`config.mk`:
```
export PLATFORM = sky130hd
export DESIGN_NAME = e2q_cordic_cell
export DESIGN_NICKNAME = d
export VERILOG_FILES = /design/src/hw/rtl/e2q_pkg.sv /design/src/hw/rtl/e2q_cordic_cell.sv
export SDC_FILE = /design/constraint.sdc
export NUM_CORES = 1
export LEC_CHECK = 0
export BUFFER_PORTS_ARGS = -buffer_cell sky130_fd_sc_hd__buf_2
export CELL_PAD_IN_SITES_DETAIL_PLACEMENT = 1
export CELL_PAD_IN_SITES_GLOBAL_PLACEMENT = 1
export CORE_MARGIN = 5
export CORE_UTILIZATION = 35
export DETAILED_ROUTE_END_ITERATION = 16
export GPL_ROUTABILITY_DRIVEN = 0
export HOLD_SLACK_MARGIN = 0.02
export PLACE_DENSITY = 0.69
export SLEW_MARGIN = 5
export SYNTH_ARGS = -nofsm -noshare
export SYNTH_HDL_FRONTEND = slang
export SYNTH_SLANG_ARGS = --single-unit
```
`constraint.sdc`:
```
create_clock -name clk -period 1.1 [get_ports clk]
set_clock_uncertainty 0.2 [all_clocks]
set_input_delay 0.22 -clock clk [delete_from_list [all_inputs] [get_ports clk]]
set_output_delay 0.22 -clock clk [all_outputs]
set_load 0.05 [all_outputs]
```
`src/hw/rtl/e2q_pkg.sv`:
```
// ----------------------------------------------------------------------------
// e2q_pkg: shared types and constants for the Euler-to-quaternion block
// Fixed-point formats, the CORDIC lane type and the arctangent table.
// ----------------------------------------------------------------------------
`default_nettype none

package e2q_pkg;

	// CORDIC datapath width (Q24 with headroom for a +-pi raw angle)
	localparam int unsigned CW = 27;
	// Sine/cosine width after the cut to Q16
	localparam int unsigned SCW = 19;
	// First-level product width (Q32)
	localparam int unsigned P1W = 2 * SCW;
	// Second-level product width (Q48)
	localparam int unsigned P2W = P1W + SCW;
	// Sum width of two second-level products
	localparam int unsigned SUMW = P2W + 1;
	// Shift from Q48 down to Q14
	localparam int unsigned OUT_SHIFT = 34;
	// Width after the shift
	localparam int unsigned SHW = SUMW - OUT_SHIFT;
	// Angle and component width
	localparam int unsigned AW = 16;
	// Raw Q13 angle to Q24 half angle
	localparam int unsigned HALF_SHIFT = 10;
	// Number of angles carried side by side (roll, pitch, yaw)
	localparam int unsigned NLANE = 3;
	localparam int unsigned ROLL = 0;
	localparam int unsigned PITCH = 1;
	localparam int unsigned YAW = 2;

	localparam logic signed [CW-1:0] Q24_PI = 27'sd52707179;
	localparam logic signed [CW-1:0] Q24_HALF_PI = 27'sd26353589;
	localparam logic signed [CW-1:0] Q24_GAIN_INV = 27'sd10188014;
	localparam logic signed [SHW-1:0] QUAT_ONE = 24'sd16384;
	localparam int unsigned ATAN_LEN = 20;

	// One CORDIC lane: vector, residual angle and quadrant-fold mark
	typedef struct packed {
		logic signed [CW-1:0] x;
		logic signed [CW-1:0] y;
		logic signed [CW-1:0] z;
		logic                 flip;
	} lane_t;

	typedef lane_t [NLANE-1:0] lanes_t;

	// atan(2^-i) in Q24, rounded to nearest
	function automatic logic signed [CW-1:0] atan_q24(input int unsigned i);
		logic signed [CW-1:0] r;
		unique case (i)
			0:  r = 27'sd13176795;
			1:  r = 27'sd7778716;
			2:  r = 27'sd4110060;
			3:  r = 27'sd2086331;
			4:  r = 27'sd1047214;
			5:  r = 27'sd524117;
			6:  r = 27'sd262123;
			7:  r = 27'sd131069;
			8:  r = 27'sd65536;
			9:  r = 27'sd32768;
			10: r = 27'sd16384;
			11: r = 27'sd8192;
			12: r = 27'sd4096;
			13: r = 27'sd2048;
			14: r = 27'sd1024;
			15: r = 27'sd512;
			16: r = 27'sd256;
			17: r = 27'sd128;
			18: r = 27'sd64;
			19: r = 27'sd32;
			default: r = '0;
		endcase
		return r;
	endfunction

endpackage

`default_nettype wire

```
`src/hw/rtl/e2q_cordic_cell.sv`:
```
// ----------------------------------------------------------------------------
// e2q_cordic_cell: one rotation-mode CORDIC micro-rotation
// Rotates the three angle lanes by +-atan(2^-STAGE) and registers the result
// for the next cell in the row.
// ----------------------------------------------------------------------------
`default_nettype none

module e2q_cordic_cell #(
	parameter int unsigned STAGE = 0
) (
	input  wire logic            clk,
	input  wire logic            arst_n,
	input  wire logic            en,
	input  wire logic            in_v,
	input  wire e2q_pkg::lanes_t lanes_in,
	output logic                 out_v,
	output e2q_pkg::lanes_t      lanes_out
);

	localparam logic signed [e2q_pkg::CW-1:0] ATAN = e2q_pkg::atan_q24(STAGE);

	e2q_pkg::lanes_t lanes_d;
	e2q_pkg::lanes_t lanes_q;
	logic            v_q;

	// Micro-rotation, direction from the sign of the residual angle
	always_comb begin
		logic signed [e2q_pkg::CW-1:0] x, y, z, dx, dy;
		for (int k = 0; k < e2q_pkg::NLANE; k++) begin
			x  = lanes_in[k].x;
			y  = lanes_in[k].y;
			z  = lanes_in[k].z;
			dx = y >>> STAGE;
			dy = x >>> STAGE;
			lanes_d[k].flip = lanes_in[k].flip;
			if (z >= 0) begin
				lanes_d[k].x = x - dx;
				lanes_d[k].y = y + dy;
				lanes_d[k].z = z - ATAN;
			end else begin
				lanes_d[k].x = x + dx;
				lanes_d[k].y = y - dy;
				lanes_d[k].z = z + ATAN;
			end
		end
	end

	always_ff @(posedge clk or negedge arst_n) begin
		if (!arst_n) begin
			v_q <= 1'b0;
		end else if (en) begin
			v_q <= in_v;
		end
	end

	always_ff @(posedge clk) begin
		if (en) begin
			lanes_q <= lanes_d;
		end
	end

	assign out_v     = v_q;
	assign lanes_out = lanes_q;

endmodule

`default_nettype wire

```
==> results.tsv <==
metric	value	unit
drv_slew	0	
initial_utilization	35.28	%
portBuffers	496	
tightest_slew	927.3	ps
wirelength	168900	um
post-route-drc-count	0	
finish.instance_area	44700	um2
cp_slowest_cell	nor3_1	
cp_max_fo	3	
synth_fp_nets	3313	
syn_area	24160	um2
final_hold_viol_count	19	
clock-sinks	244	
crit_chain	buf_2 -> inv_1 -> ha_1 -> buf_4 -> nor3_1 -> o2111ai_4 -> a31o_2 -> a21oi_4 -> buf_4 -> o21bai_1 -> a311oi_2 -> a21oi_2 -> xnor2_1	
dpl_cell_area	36060	um2
fmax	325.7	MHz
crit_path_end_kind	flop	
die_x	272.7	um
pwr-share-comb	55.3	%
maxSlewHeadroom	37.53	%
syn_to_final_growth	85.03	%
drive_above_1_share	55.43	%
grt_max_degree	66	
fin_nets	4873	
rows	96	
cts_max_path_buffers	3	
finalSetupViolCount	479	
crit_path_start_kind	input pin	
fp.coreArea	68470	um2
critical-path-max-stage-delay	610	ps
ys_ff_latch	244	
synth_top_family_by_area	compound AO/OA/AOI/OAI gates	
regArea	7323	um2
ys_async_sr_fraction	0.4098	%
status	complete, but fails checks	
dieArea	74370	um2
synth_top_flop_cell	edfxtp_1	
grt-ovfl-total	0	
ctsRootBufferMaster	clkbuf_16	
hold_path_class	input pin to flop	
sequentialPowerShare	23.1	%
cts_tree	done	
firstDrtPassIters	6	
synth-xor-area-share	7.650	%
period_share	279.1	%
synth.avg_cell_area	8.898	um2
place_ws	-2350	ps
synth-adder-area-share	18.40	%
synth.distinct_cells	95	
grtUsageTotal	32.40	%
multi_input_area	20350	um2
p_switching	26.31	mW
clkPwrFrac	21.6	%
p_int	32.90	mW
yosys_warnings	0	
htreeDepth	2	
total_power	59.21	mW
powerDensity	1325	nW/um2
timing.final.ws_setup	-1970	ps
grt_first_pass_wirelength	191100	um
syn_inst	2715	
critical_path_required	1210	ps
critical_path.most_common_cell	buf_4	
rsz0062_at_grt	yes	
antenna_found_initial	30	
numCtsBuffers	37	
synth-seq-area-share	30.31	%
p_leak	20.27	nW
violations	negative hold slack, negative setup slack	
fillCellCount	7266	
synth-simple-area-share	12.85	%
routed-via-count	32665	
cts.clk_slew.worst_paths	70	ps
period_minus_slack	3070	ps
synth_edf_count	243	
die_height	272.7	um
ir_worst_vdd	0.001616	V
cp.arrival	3180	ps
clk_latency	600	ps
synth_compound_area_share	23.27	%
antenna_left	0	
criticalPathCategory	input pin to flop	
switching_share	44.44	%
holdWs	-101.8	ps
dr.first_iter.drc_count	3368	
setup_tns	-387260	ps
pin_count	497	
dp_hpwl	89480	um
muxShareOfSynthArea	1.507	%
grt_pass1_vias	32611	
wl_per_cell	32.42	um
routed_via_density	6.271	
cap_violations	0	
## power groups by stage
stage	Clock, mW	Sequential [mW]	Combinational, mW
2_1_floorplan	0	18.3	8.71
3_3_place_gp	0	13.2	22.7
3_5_place_dp	0	13.2	23.6
4_1_cts	12.3	13.0	25.7
5_1_grt	13.2	13.7	33.3
6_report	12.8	13.7	32.7
## synthesized netlist by cell type (10+ instances only)
| cell type | n | area share, % |
|---|---|---|
| a21o_1 | 89 | 2.8 |
| nor2_1 | 207 | 3.2 |
| clkbuf_1 | 66 | 1.0 |
| a21oi_1 | 293 | 6.1 |
| nand3_1 | 54 | 1.1 |
| o21ai_0 | 167 | 3.5 |
| ha_1 | 336 | 17 |
| a31oi_1 | 31 | 0.80 |
| and3_1 | 18 | 0.47 |
| buf_1 | 17 | 0.26 |
| xor2_1 | 39 | 1.4 |
| a21boi_0 | 10 | 0.31 |
| mux2i_1 | 33 | 1.4 |
| o31ai_1 | 19 | 0.59 |
| o211ai_1 | 25 | 0.78 |
| nor2b_1 | 41 | 1.1 |
| xnor2_1 | 172 | 6.2 |
| o21bai_1 | 44 | 1.4 |
| a211oi_1 | 25 | 0.78 |
| o31a_1 | 13 | 0.47 |
| nor3_1 | 51 | 1.1 |
| or3_1 | 17 | 0.44 |
| o21a_1 | 34 | 1.1 |
| fa_1 | 12 | 0.99 |
| nand4_1 | 21 | 0.54 |
| buf_4 | 10 | 0.31 |
| nor4_1 | 21 | 0.54 |
| edfxtp_1 | 243 | 30 |
| nand2_1 | 115 | 1.8 |
| nand2b_1 | 31 | 0.80 |
| inv_1 | 264 | 4.1 |
## cells in the final DEF, fill, tap and decap left out, drive strengths merged, types with 89 or more instances in the layout
cell type / instances
inv: 261
buf: 1608
nand2: 115
xnor2: 172
a21o: 89
edfxtp: 243
ha: 336
nor2: 207
o21ai: 177
a21oi: 293
## flip-flops by register name, summed over array words and instances (netlist names)
signal and flops:
lanes_out 243, out_v 1
## routing by layer
layer	wire length (um)	vias up	GRT usage, %
li1	-	12946	-
met1	54030	15819	34.58
met2	81520	2654	59.59
met3	14650	1238	5.838
met4	18650	8	19.05
met5	53	-	0
## critical path: cells and delay by family
kind,cells,cell delay [ps]
xor+xnor,1,460
buf+inv,4,540
simple gates,1,610
compound gates,6,1120
fa+ha+maj,1,220
## metrics by stage
| stage | utilization, % | hold slack (ps) | cells |
|---|---|---|---|
| after global routing | 65.26 | -116.2 | 5201 |
| after CTS | 58.58 | -299.3 | 5122 |
| after floorplan | - | -275.6 | 2715 |
| after detailed placement | 52.67 | -202.2 | 4952 |
| final | 65.29 | -101.8 | 5209 |
| after global placement | 52.67 | -202.1 | 4952 |
## layout make-up
type / instances / area share, %
Tap cell: 882 / 2.469
Sequential cell: 244 / 16.38
Clock buffer: 47 / 2.200
Timing Repair Buffer: 1625 / 30.34
Antenna cell: 24 / 0.1344
Inverter: 266 / 2.477
Multi-Input combinational cell: 2101 / 45.53
Clock inverter: 20 / 0.4619
## path summary, 6_finish.rpt
check,start,end,slack (ps),cells past startpoint
min in group asynchronous,arst_n,out_v$_DFFE_PN0P_,330,3
min reg2reg,out_v$_DFFE_PN0P_,out_v$_DFFE_PN0P_,480,2
max in group asynchronous,arst_n,out_v$_DFFE_PN0P_,240,3
max,lanes_in[34],lanes_out[72]$_DFFE_PP_,-1970,13
min,lanes_in[190],lanes_out[191]$_DFFE_PP_,-100,3
max reg2reg,out_v$_DFFE_PN0P_,out_v$_DFFE_PN0P_,-40,2
## logic make-up (layout without fill, tap and decap cells)
group,Yosys count,after routing
fa+ha+maj,348,348
other cells,0,24
flops,244,244
compound gates,873,873
buf+inv,370,1958
simple gates,633,633
mux,36,36
xor+xnor,211,211
## what timing repair did
action / in CTS / in global routing
resized for setup: 406 / 1257
cloned: 1 / 1
buffers inserted: 97 / 108
endpoints found under the setup margin: 475 / 478
pin swaps: 219 / 304
hold endpoints to repair: 99 / 55
hold buffers: 14 / 2
Power figures use the tool's default switching activity.
