==> src/hw/rtl/e2q_pkg.sv <==
// ----------------------------------------------------------------------------
// e2q_pkg: shared types and constants for the Euler-to-quaternion block
// Fixed-point formats, the CORDIC lane type and the arctangent table.
// ----------------------------------------------------------------------------
`default_nettype none

package e2q_pkg;

	// CORDIC datapath width (Q24 with headroom for a +-pi raw angle)
	localparam int unsigned CW = 27;
	// Sine/cosine width after the cut to Q16
	localparam int unsigned SCW = 19;
	// First-level product width (Q32)
	localparam int unsigned P1W = 2 * SCW;
	// Second-level product width (Q48)
	localparam int unsigned P2W = P1W + SCW;
	// Sum width of two second-level products
	localparam int unsigned SUMW = P2W + 1;
	// Shift from Q48 down to Q14
	localparam int unsigned OUT_SHIFT = 34;
	// Width after the shift
	localparam int unsigned SHW = SUMW - OUT_SHIFT;
	// Angle and component width
	localparam int unsigned AW = 16;
	// Raw Q13 angle to Q24 half angle
	localparam int unsigned HALF_SHIFT = 10;
	// Number of angles carried side by side (roll, pitch, yaw)
	localparam int unsigned NLANE = 3;
	localparam int unsigned ROLL = 0;
	localparam int unsigned PITCH = 1;
	localparam int unsigned YAW = 2;

	localparam logic signed [CW-1:0] Q24_PI = 27'sd52707179;
	localparam logic signed [CW-1:0] Q24_HALF_PI = 27'sd26353589;
	localparam logic signed [CW-1:0] Q24_GAIN_INV = 27'sd10188014;
	localparam logic signed [SHW-1:0] QUAT_ONE = 24'sd16384;
	localparam int unsigned ATAN_LEN = 20;

	// One CORDIC lane: vector, residual angle and quadrant-fold mark
	typedef struct packed {
		logic signed [CW-1:0] x;
		logic signed [CW-1:0] y;
		logic signed [CW-1:0] z;
		logic                 flip;
	} lane_t;

	typedef lane_t [NLANE-1:0] lanes_t;

	// atan(2^-i) in Q24, rounded to nearest
	function automatic logic signed [CW-1:0] atan_q24(input int unsigned i);
		logic signed [CW-1:0] r;
		unique case (i)
			0:  r = 27'sd13176795;
			1:  r = 27'sd7778716;
			2:  r = 27'sd4110060;
			3:  r = 27'sd2086331;
			4:  r = 27'sd1047214;
			5:  r = 27'sd524117;
			6:  r = 27'sd262123;
			7:  r = 27'sd131069;
			8:  r = 27'sd65536;
			9:  r = 27'sd32768;
			10: r = 27'sd16384;
			11: r = 27'sd8192;
			12: r = 27'sd4096;
			13: r = 27'sd2048;
			14: r = 27'sd1024;
			15: r = 27'sd512;
			16: r = 27'sd256;
			17: r = 27'sd128;
			18: r = 27'sd64;
			19: r = 27'sd32;
			default: r = '0;
		endcase
		return r;
	endfunction

endpackage

`default_nettype wire

==> src/hw/rtl/e2q_fold.sv <==
// ----------------------------------------------------------------------------
// e2q_fold: half-angle and quadrant fold stage
// Scales each raw angle to a Q24 half angle, folds it into +-pi/2 and
// loads the CORDIC start vector.
// ----------------------------------------------------------------------------
`default_nettype none

module e2q_fold (
	input  wire logic                                 clk,
	input  wire logic                                 arst_n,
	input  wire logic                                 en,
	input  wire logic                                 in_v,
	input  wire logic signed [e2q_pkg::AW-1:0]        roll_angle,
	input  wire logic signed [e2q_pkg::AW-1:0]        pitch_angle,
	input  wire logic signed [e2q_pkg::AW-1:0]        yaw_angle,
	output logic                                      out_v,
	output e2q_pkg::lanes_t                           lanes_out
);

	logic signed [e2q_pkg::AW-1:0] raw [e2q_pkg::NLANE];
	e2q_pkg::lanes_t               lanes_d;
	e2q_pkg::lanes_t               lanes_s1;
	logic                          v_s1;

	assign raw[e2q_pkg::ROLL]  = roll_angle;
	assign raw[e2q_pkg::PITCH] = pitch_angle;
	assign raw[e2q_pkg::YAW]   = yaw_angle;

	// Half angle in Q24, folded into the convergence range
	always_comb begin
		logic signed [e2q_pkg::CW-1:0] z;
		for (int k = 0; k < e2q_pkg::NLANE; k++) begin
			z = e2q_pkg::CW'(raw[k]) <<< e2q_pkg::HALF_SHIFT;
			lanes_d[k].x = e2q_pkg::Q24_GAIN_INV;
			lanes_d[k].y = '0;
			if (z > e2q_pkg::Q24_HALF_PI) begin
				lanes_d[k].z    = z - e2q_pkg::Q24_PI;
				lanes_d[k].flip = 1'b1;
			end else if (z < -e2q_pkg::Q24_HALF_PI) begin
				lanes_d[k].z    = z + e2q_pkg::Q24_PI;
				lanes_d[k].flip = 1'b1;
			end else begin
				lanes_d[k].z    = z;
				lanes_d[k].flip = 1'b0;
			end
		end
	end

	always_ff @(posedge clk or negedge arst_n) begin
		if (!arst_n) begin
			v_s1 <= 1'b0;
		end else if (en) begin
			v_s1 <= in_v;
		end
	end

	always_ff @(posedge clk) begin
		if (en) begin
			lanes_s1 <= lanes_d;
		end
	end

	assign out_v     = v_s1;
	assign lanes_out = lanes_s1;

endmodule

`default_nettype wire

==> config.mk <==
export PLATFORM = sky130hd
export DESIGN_NAME = e2q_fold
export DESIGN_NICKNAME = d
export VERILOG_FILES = /design/src/hw/rtl/e2q_pkg.sv /design/src/hw/rtl/e2q_fold.sv
export SDC_FILE = /design/constraint.sdc
export NUM_CORES = 1
export LEC_CHECK = 0
export ABC_CLOCK_PERIOD_IN_PS = 1000
export BUFFER_PORTS_ARGS = -buffer_cell sky130_fd_sc_hd__buf_2
export CAP_MARGIN = 30
export CORE_AREA = 2 2 116 118
export CTS_CLUSTER_SIZE = 28
export DETAILED_ROUTE_END_ITERATION = 10
export DIE_AREA = 0 0 118 120
export PLACE_DENSITY = 0.81
export SYNTH_ARGS = -nofsm -noshare
export SYNTH_HDL_FRONTEND = slang
export SYNTH_SLANG_ARGS = --single-unit
==> constraint.sdc <==
create_clock -name clk -period 1 [get_ports clk]
set_input_delay 0.05 -clock clk [delete_from_list [all_inputs] [get_ports clk]]
set_output_delay 0.05 -clock clk [all_outputs]
set_load 0.01 [all_outputs]
==> impl_metrics.csv, run 1 <==
group,metric,value,unit
run_status,status,"finished with violations",
run_status,violations,"negative setup slack",
global_route,globalRoute.totalOverflow,0,
detailed_routing,drt_pass1_iterations,4,
pwr,p_leak,3.559,nW
logic_synthesis,yosys_warnings,0,
floorplan,io_pins,299,
setup_path,rrSetupSlack,260,ps
timing,period_share,1.363,
detailed_routing,routedWlPerCell,14.99,um
cells_and_area,fin_util,0.5965,
cells_and_area,synthToLayoutAreaGrowth,53.32,%
placed_design,dp_hpwl,8983,um
placed_design,place_congestion,0.8993,
setup_path,path_class,"in -> reg",
floorplan,die_area,0.01416,sq mm
timing,tns,-13150,ps
setup_path,required,1180,ps
pwr,peakVddDrop,0.6515,mV
global_route,grt_usage,0.1785,
global_route,first_global_vias,3962,
logic_synthesis,synth_area_leaders,"edfxtp_1, buf_4, xnor2_1, ha_1, nand2_1",
logic_synthesis,synth_seq_area_share,0.3617,
logic_synthesis,synth_top_area_frac,0.3568,
clock_tree,cts_htree_levels,3,
floorplan,fp.dieH,120,um
cells_and_area,post_route_cells_drive_above_1_share,0.5442,
floorplan,die_w,118,um
pwr,intPower,6.684,mW
pwr,p_sw,2.726,mW
floorplan,std_cell_rows,42,
timing,rsz0062_at_grt,"true",
timing,layout_setup_ws,-363.3,ps
cells_and_area,fillers,988,
setup_path,critPathMaxFanout,6,
logic_synthesis,synthFlopType,"edfxtp_1",
timing,fmax,733.5,MHz
logic_synthesis,ys_seq_elements,61,
pwr,sequentialPowerShare,0.338,
detailed_routing,wl,14340,um
logic_synthesis,synth_area,0.005050,sq mm
clock_tree,insertion_delay,330,ps
timing,slew_headroom,0.6593,
setup_path,cp-start-kind,"input pin",
setup_path,crit_arrival,1540,ps
global_route,grt_start_max_net_pins,39,
timing,tightest_slew,509.4,ps
setup_path,r2r_start,"out_v$_DFFE_PN0P_",
clock_tree,numCtsBuffers,9,
global_route,grt_first_pass_wirelength,20030,um
clock_tree,clk_path_buf_depth,2,
job,drv_cap,0,
timing,fin_worst_skew,0,ps
logic_synthesis,yosysMostFrequentCell,"buf_4",
min_path,hp-class,"in -> async",
floorplan,floorplan.initialDensity,0.3890,
logic_synthesis,synth_enable_flop_cells,60,
cells_and_area,nNetsFinal,840,
logic_synthesis,synth_cells,522,
logic_synthesis,synth_largest_area_cell,"edfxtp_1",
floorplan,coreArea,0.01298,sq mm
timing,min_period,1363,ps
pwr,clockPowerShare,0.384,
cells_and_area,final_area,0.007742,sq mm
detailed_routing,drc,0,
logic_synthesis,synth.avg_cell_area,9.674,sq um
detailed_routing,drtAntennaViolNets,0,
detailed_routing,dr_total_vias,4310,
placed_design,dp_cells,903,
timing,maxSlewViolCount,0,
cells_and_area,instances_no_fill,957,
detailed_routing,via_per_inst,4.504,
timing,finalSetupViolCount,67,
clock_tree,clkSinkCount,61,
timing,hold_viol_final,0,
logic_synthesis,synth_cell_types,57,
setup_path,r2r_end,"out_v$_DFFE_PN0P_",
setup_path,ff2ff_path_depth,1,
clock_tree,cts_tree,"done",
logic_synthesis,ys_top_cells_by_count,"buf_4, edfxtp_1, nand2_1, nor2_1, xnor2_1",
clock_tree,cts_root_buf,"clkbuf_16",
clock_tree,cts.clk_slew.worst_paths,60,ps
cells_and_area,n_antenna_cell,0,
detailed_routing,first_iter_violations,276,
setup_path,crit_path_end_kind,"flop",
pwr,power_density,1215,mW/mm^2
logic_synthesis,synthArstFlopShare,0.01639,
global_route,antenna_found_initial,0,
pwr,switching_share,0.2897,
placed_design,placed_area,0.006236,sq mm
placed_design,io_buffers,136,
pwr,combPwrFrac,0.278,
logic make-up (layout without fill, tap and decap cells):
group           Yosys count  in the layout  share of synthesized area
buf+inv                 229            327                     0.3176
simple gates            100            101                    0.09887
compound gates           84             84                     0.1311
flops                    61             61                     0.3617
xor+xnor                 33             33                    0.05724
fa+ha+maj                12             12                    0.02973
other cells               2            162                   0.001487
mux                       1              1                   0.002230
worst max-delay path: stages:
cell	delay, ps
buf_8	100
buf_6	110
ha_4	160
nand3_4	80
o21ai_4	70
a2111oi_4	340
buf_2	270
buf_4	150
a31oi_1	70
a21oi_1	130
worst max path at each step:
stage                             from                      endpoint  slack (ps)  cells past startpoint
after global routing      yaw_angle[0]      lanes_out[187]$_DFFE_PP_        -400                      8
final                     yaw_angle[5]      lanes_out[188]$_DFFE_PP_        -360                     10
after detailed placement  yaw_angle[4]      lanes_out[183]$_DFFE_PP_        -940                      8
after global placement    yaw_angle[4]      lanes_out[183]$_DFFE_PP_        -910                      8
after CTS                 yaw_angle[5]      lanes_out[178]$_DFFE_PP_        -400                     10
after floorplan           yaw_angle[5]  lanes_out[165]$_SDFFCE_PP1P_        -560                      7
routing by layer:
metal  up-vias  global-route usage  routed length, um
li1       1984                   -                  -
met1      2060              0.2015               5161
met2       227              0.3339               7794
met3        39             0.02186                867
met4         0             0.08358                518
met5         -                   0                  0
flip-flops by register name, indices dropped and copies added, names as in the netlist:
register / count
lanes_out: 60
out_v: 1
per-stage QoR:
stage | power (mW) | setup slack [ps] | hold slack (ps)
after floorplan | 4.892 | -560.7 | -245.6
after detailed placement | 5.295 | -943.6 | -173.5
after CTS | 9.234 | -396.5 | 10.66
final | 9.410 | -363.3 | 14.32
after global placement | 5.267 | -914.7 | -175.3
after global routing | 9.771 | -402.2 | 21.06
power by group through the flow:
stage	clock [mW]	sequential [mW]	combinational, mW
floorplan	0	3.37	1.53
global placement	0	3.23	2.04
detailed placement	0	3.23	2.07
CTS	3.68	3.18	2.38
global route	3.79	3.21	2.78
finish	3.62	3.18	2.61
cell usage in the layout, fill, tap and decap left out, drive strengths merged, types with 9 or more instances in the layout:
| master | count |
|---|---|
| buf | 287 |
| conb | 162 |
| edfxtp | 60 |
| nor2 | 25 |
| xnor2 | 24 |
| nand2 | 24 |
| inv | 21 |
| a21oi | 15 |
| ha | 12 |
| nand3 | 12 |
| nor3 | 12 |
| xor2 | 9 |
| clkbuf | 9 |
| o21ai | 9 |
repair_timing:
item | 4_1_cts | 5_1_grt
endpoints found under the setup margin | 78 | 78
hold buffers | 2 | 0
cloned | 4 | 0
endpoints found under the hold margin | 2 | 0
pin swaps | 51 | 52
setup buffers | 20 | 15
gates resized for setup | 120 | 68
final cells by class:
cell class	count	area, sq um	share of cell area
Inverter	21	173.9	0.02246
Clock buffer	9	225.2	0.02909
Sequential cell	61	1827	0.2359
Timing Repair Buffer	289	2216	0.2862
Tap cell	176	220.2	0.02844
Multi-Input combinational cell	393	2955	0.3817
Timing Repair inverter	1	11.26	0.001454
Clock inverter	7	113.9	0.01471
Note: power is estimated with default switching activity, not from simulation.
==> run 2: changes to the inputs <==
--- a/config.mk
+++ b/config.mk
@@ -12,7 +12,7 @@
 export CTS_CLUSTER_SIZE = 28
 export DETAILED_ROUTE_END_ITERATION = 10
 export DIE_AREA = 0 0 118 120
-export PLACE_DENSITY = 0.81
+export PLACE_DENSITY = 0.77
 export SYNTH_ARGS = -nofsm -noshare
 export SYNTH_HDL_FRONTEND = slang
 export SYNTH_SLANG_ARGS = --single-unit
==> run 2 against run 1 <==
The run still ends with negative setup slack left. Largest power group unchanged. Flip-flop and latch count unchanged. Sequential power about the same. Die area unchanged. Core utilization about the same. Critical path type unchanged. Non-clock buffer count up 5.
==> impl_metrics.csv, run 2 (same netlist as run 1, synthesis figures left out) <==
group,metric,value,unit
run_status,status,"finished with violations",
run_status,violations,"negative setup slack",
timing,layout_setup_ws,-423.7,ps
min_path,hp-class,"in -> async",
floorplan,fp.dieH,120,um
placed_design,io_buffers,136,
timing,holdWs,31.70,ps
setup_path,cp_slowest_cell,"a2111oi_4",
setup_path,required,1080,ps
timing,fmax,702.4,MHz
timing,slew_headroom,0.5164,
timing,period_share,1.424,
detailed_routing,first_iter_violations,215,
pwr,peakVddDrop,0.6271,mV
cells_and_area,layout.cells.most_common,"conb_1",
global_route,antenna_found_initial,0,
floorplan,die_w,118,um
global_route,globalRoute.totalOverflow,0,
detailed_routing,wl,13890,um
clock_tree,cts.clk_slew.worst_paths,50,ps
pwr,sequentialPowerShare,0.342,
cells_and_area,post_route_cells_drive_above_1_share,0.5433,
floorplan,io_pins,299,
timing,fin_worst_skew,0,ps
clock_tree,numCtsBuffers,9,
clock_tree,cts_root_buf,"clkbuf_16",
setup_path,cp_top_family,"compound AO/OA/AOI/OAI gates",
clock_tree,clk_path_buf_depth,2,
pwr,p_sw,2.640,mW
pwr,switching_share,0.2837,
timing,tightest_slew,719.8,ps
detailed_routing,dr_total_vias,4365,
setup_path,path_class,"in -> reg",
setup_path,cpMostUsedCell,"buf_6",
detailed_routing,drc,0,
placed_design,dp_hpwl,8961,um
placed_design,dp_cells,899,
setup_path,crit_arrival,1510,ps
clock_tree,insertion_delay,330,ps
cells_and_area,fin_util,0.5964,
detailed_routing,drtAntennaViolNets,0,
timing,maxSlewViolCount,0,
cells_and_area,synthToLayoutAreaGrowth,53.30,%
clock_tree,cts_htree_levels,3,
pwr,intPower,6.666,mW
cells_and_area,fillers,1051,
detailed_routing,drt_pass1_iterations,5,
floorplan,die_area,0.01416,sq mm
timing,finalSetupViolCount,65,
pwr,combPwrFrac,0.278,
floorplan,floorplan.initialDensity,0.3890,
placed_design,place_congestion,0.9013,
pwr,power_density,1202,mW/mm^2
cells_and_area,nNetsFinal,845,
setup_path,crit_chain,"buf_8 -> buf_6 -> ha_4 -> nand3_4 -> o21ai_4 -> a2111oi_4 -> buf_4 -> buf_6 -> a32oi_2 -> xnor2_1",
global_route,grt_first_pass_wirelength,19810,um
global_route,first_global_vias,3983,
global_route,grt_start_max_net_pins,36,
detailed_routing,via_per_inst,4.537,
setup_path,cp_num_buf_inv,4,
cells_and_area,largest_reg_flops,60,
floorplan,coreArea,0.01298,sq mm
job,drv_cap,0,
pwr,clockPowerShare,0.380,
pwr,p_leak,3.511,nW
setup_path,crit_path_end_kind,"flop",
cells_and_area,final_cell_mix,"conb_1, buf_2, buf_4",
global_route,grt_usage,0.1777,
timing,min_period,1424,ps
floorplan,std_cell_rows,42,
clock_tree,cts_tree,"done",
detailed_routing,routedWlPerCell,14.44,um
cells_and_area,n_antenna_cell,0,
setup_path,critPathMaxFanout,6,
timing,rsz0062_at_grt,"true",
timing,hold_viol_final,0,
setup_path,slowest_delay,340,ps
clock_tree,clkSinkCount,61,
setup_path,cp-start-kind,"input pin",
cells_and_area,instances_no_fill,962,
pwr,p_total,9.306,mW
[run 2: changes by cell type in the layout (fill, tap and decap cells not counted), moves of 3 or more]
cell and change:
xnor2_1 +3, buf_12 -4, nor2_4 +4, buf_8 -3, xnor2_2 -3, buf_6 +14, buf_4 -3
[run 2: through the flow]
stage          worst slack (ps)  instance area, sq um  TNS (ps)
2_1_floorplan            -560.7                  6012    -21500
3_3_place_gp             -936.0                  6181    -38900
3_5_place_dp             -966.3                  6181    -39640
4_1_cts                  -367.0                  7441    -11300
5_1_grt                  -435.7                  7741    -16260
6_report                 -423.7                  7741    -14300
[run 2: layout make-up]
| class | count | area (sq um) | share of cell area |
|---|---|---|---|
| clock inverter | 7 | 113.9 | 0.01471 |
| inverter | 21 | 171.4 | 0.02214 |
| timing repair buffer | 294 | 2231 | 0.2882 |
| clock buffer | 9 | 225.2 | 0.02909 |
| multi-input combinational | 393 | 2945 | 0.3805 |
| sequential | 61 | 1827 | 0.2360 |
| timing repair inverter | 1 | 7.507 | 0.0009698 |
| tap | 176 | 220.2 | 0.02845 |
[run 2: path summary, 6_finish.rpt]
| path | from | end | slack [ps] | cells after the start |
|---|---|---|---|---|
| min in group clk | en | out_v$_DFFE_PN0P_ | 100 | 2 |
| max | yaw_angle[5] | lanes_out[181]$_DFFE_PP_ | -420 | 10 |
| min reg2reg | out_v$_DFFE_PN0P_ | out_v$_DFFE_PN0P_ | 540 | 1 |
| min | arst_n | out_v$_DFFE_PN0P_ | 30 | 2 |
| max reg2reg | out_v$_DFFE_PN0P_ | out_v$_DFFE_PN0P_ | 230 | 1 |
| max in group asynchronous | arst_n | out_v$_DFFE_PN0P_ | 880 | 2 |
[run 2: repair_timing]
item | 4_1_cts | 5_1_grt
hold buffers | 2 | 0
hold endpoints to repair | 2 | 0
pin swaps | 64 | 48
gates resized for setup | 137 | 52
setup endpoints to repair | 79 | 80
buffers inserted | 38 | 15
gates cloned | 3 | 0
[run 2: per-layer routing]
layer,track usage,part of all wire,up-vias
met5,0,0,-
met4,0.1047,0.038,0
met3,0.03137,0.064,42
met2,0.3172,0.53,234
met1,0.1983,0.37,2086
li1,-,-,2003
[run 2: power by group through the flow]
stage / combinational (mW) / clock (mW) / sequential (mW)
after floorplan: 1.53 / 0 / 3.37
after global placement: 2.01 / 0 / 3.23
after detailed placement: 2.03 / 0 / 3.23
after CTS: 2.39 / 3.62 / 3.18
after global routing: 2.75 / 3.70 / 3.21
final: 2.59 / 3.54 / 3.18
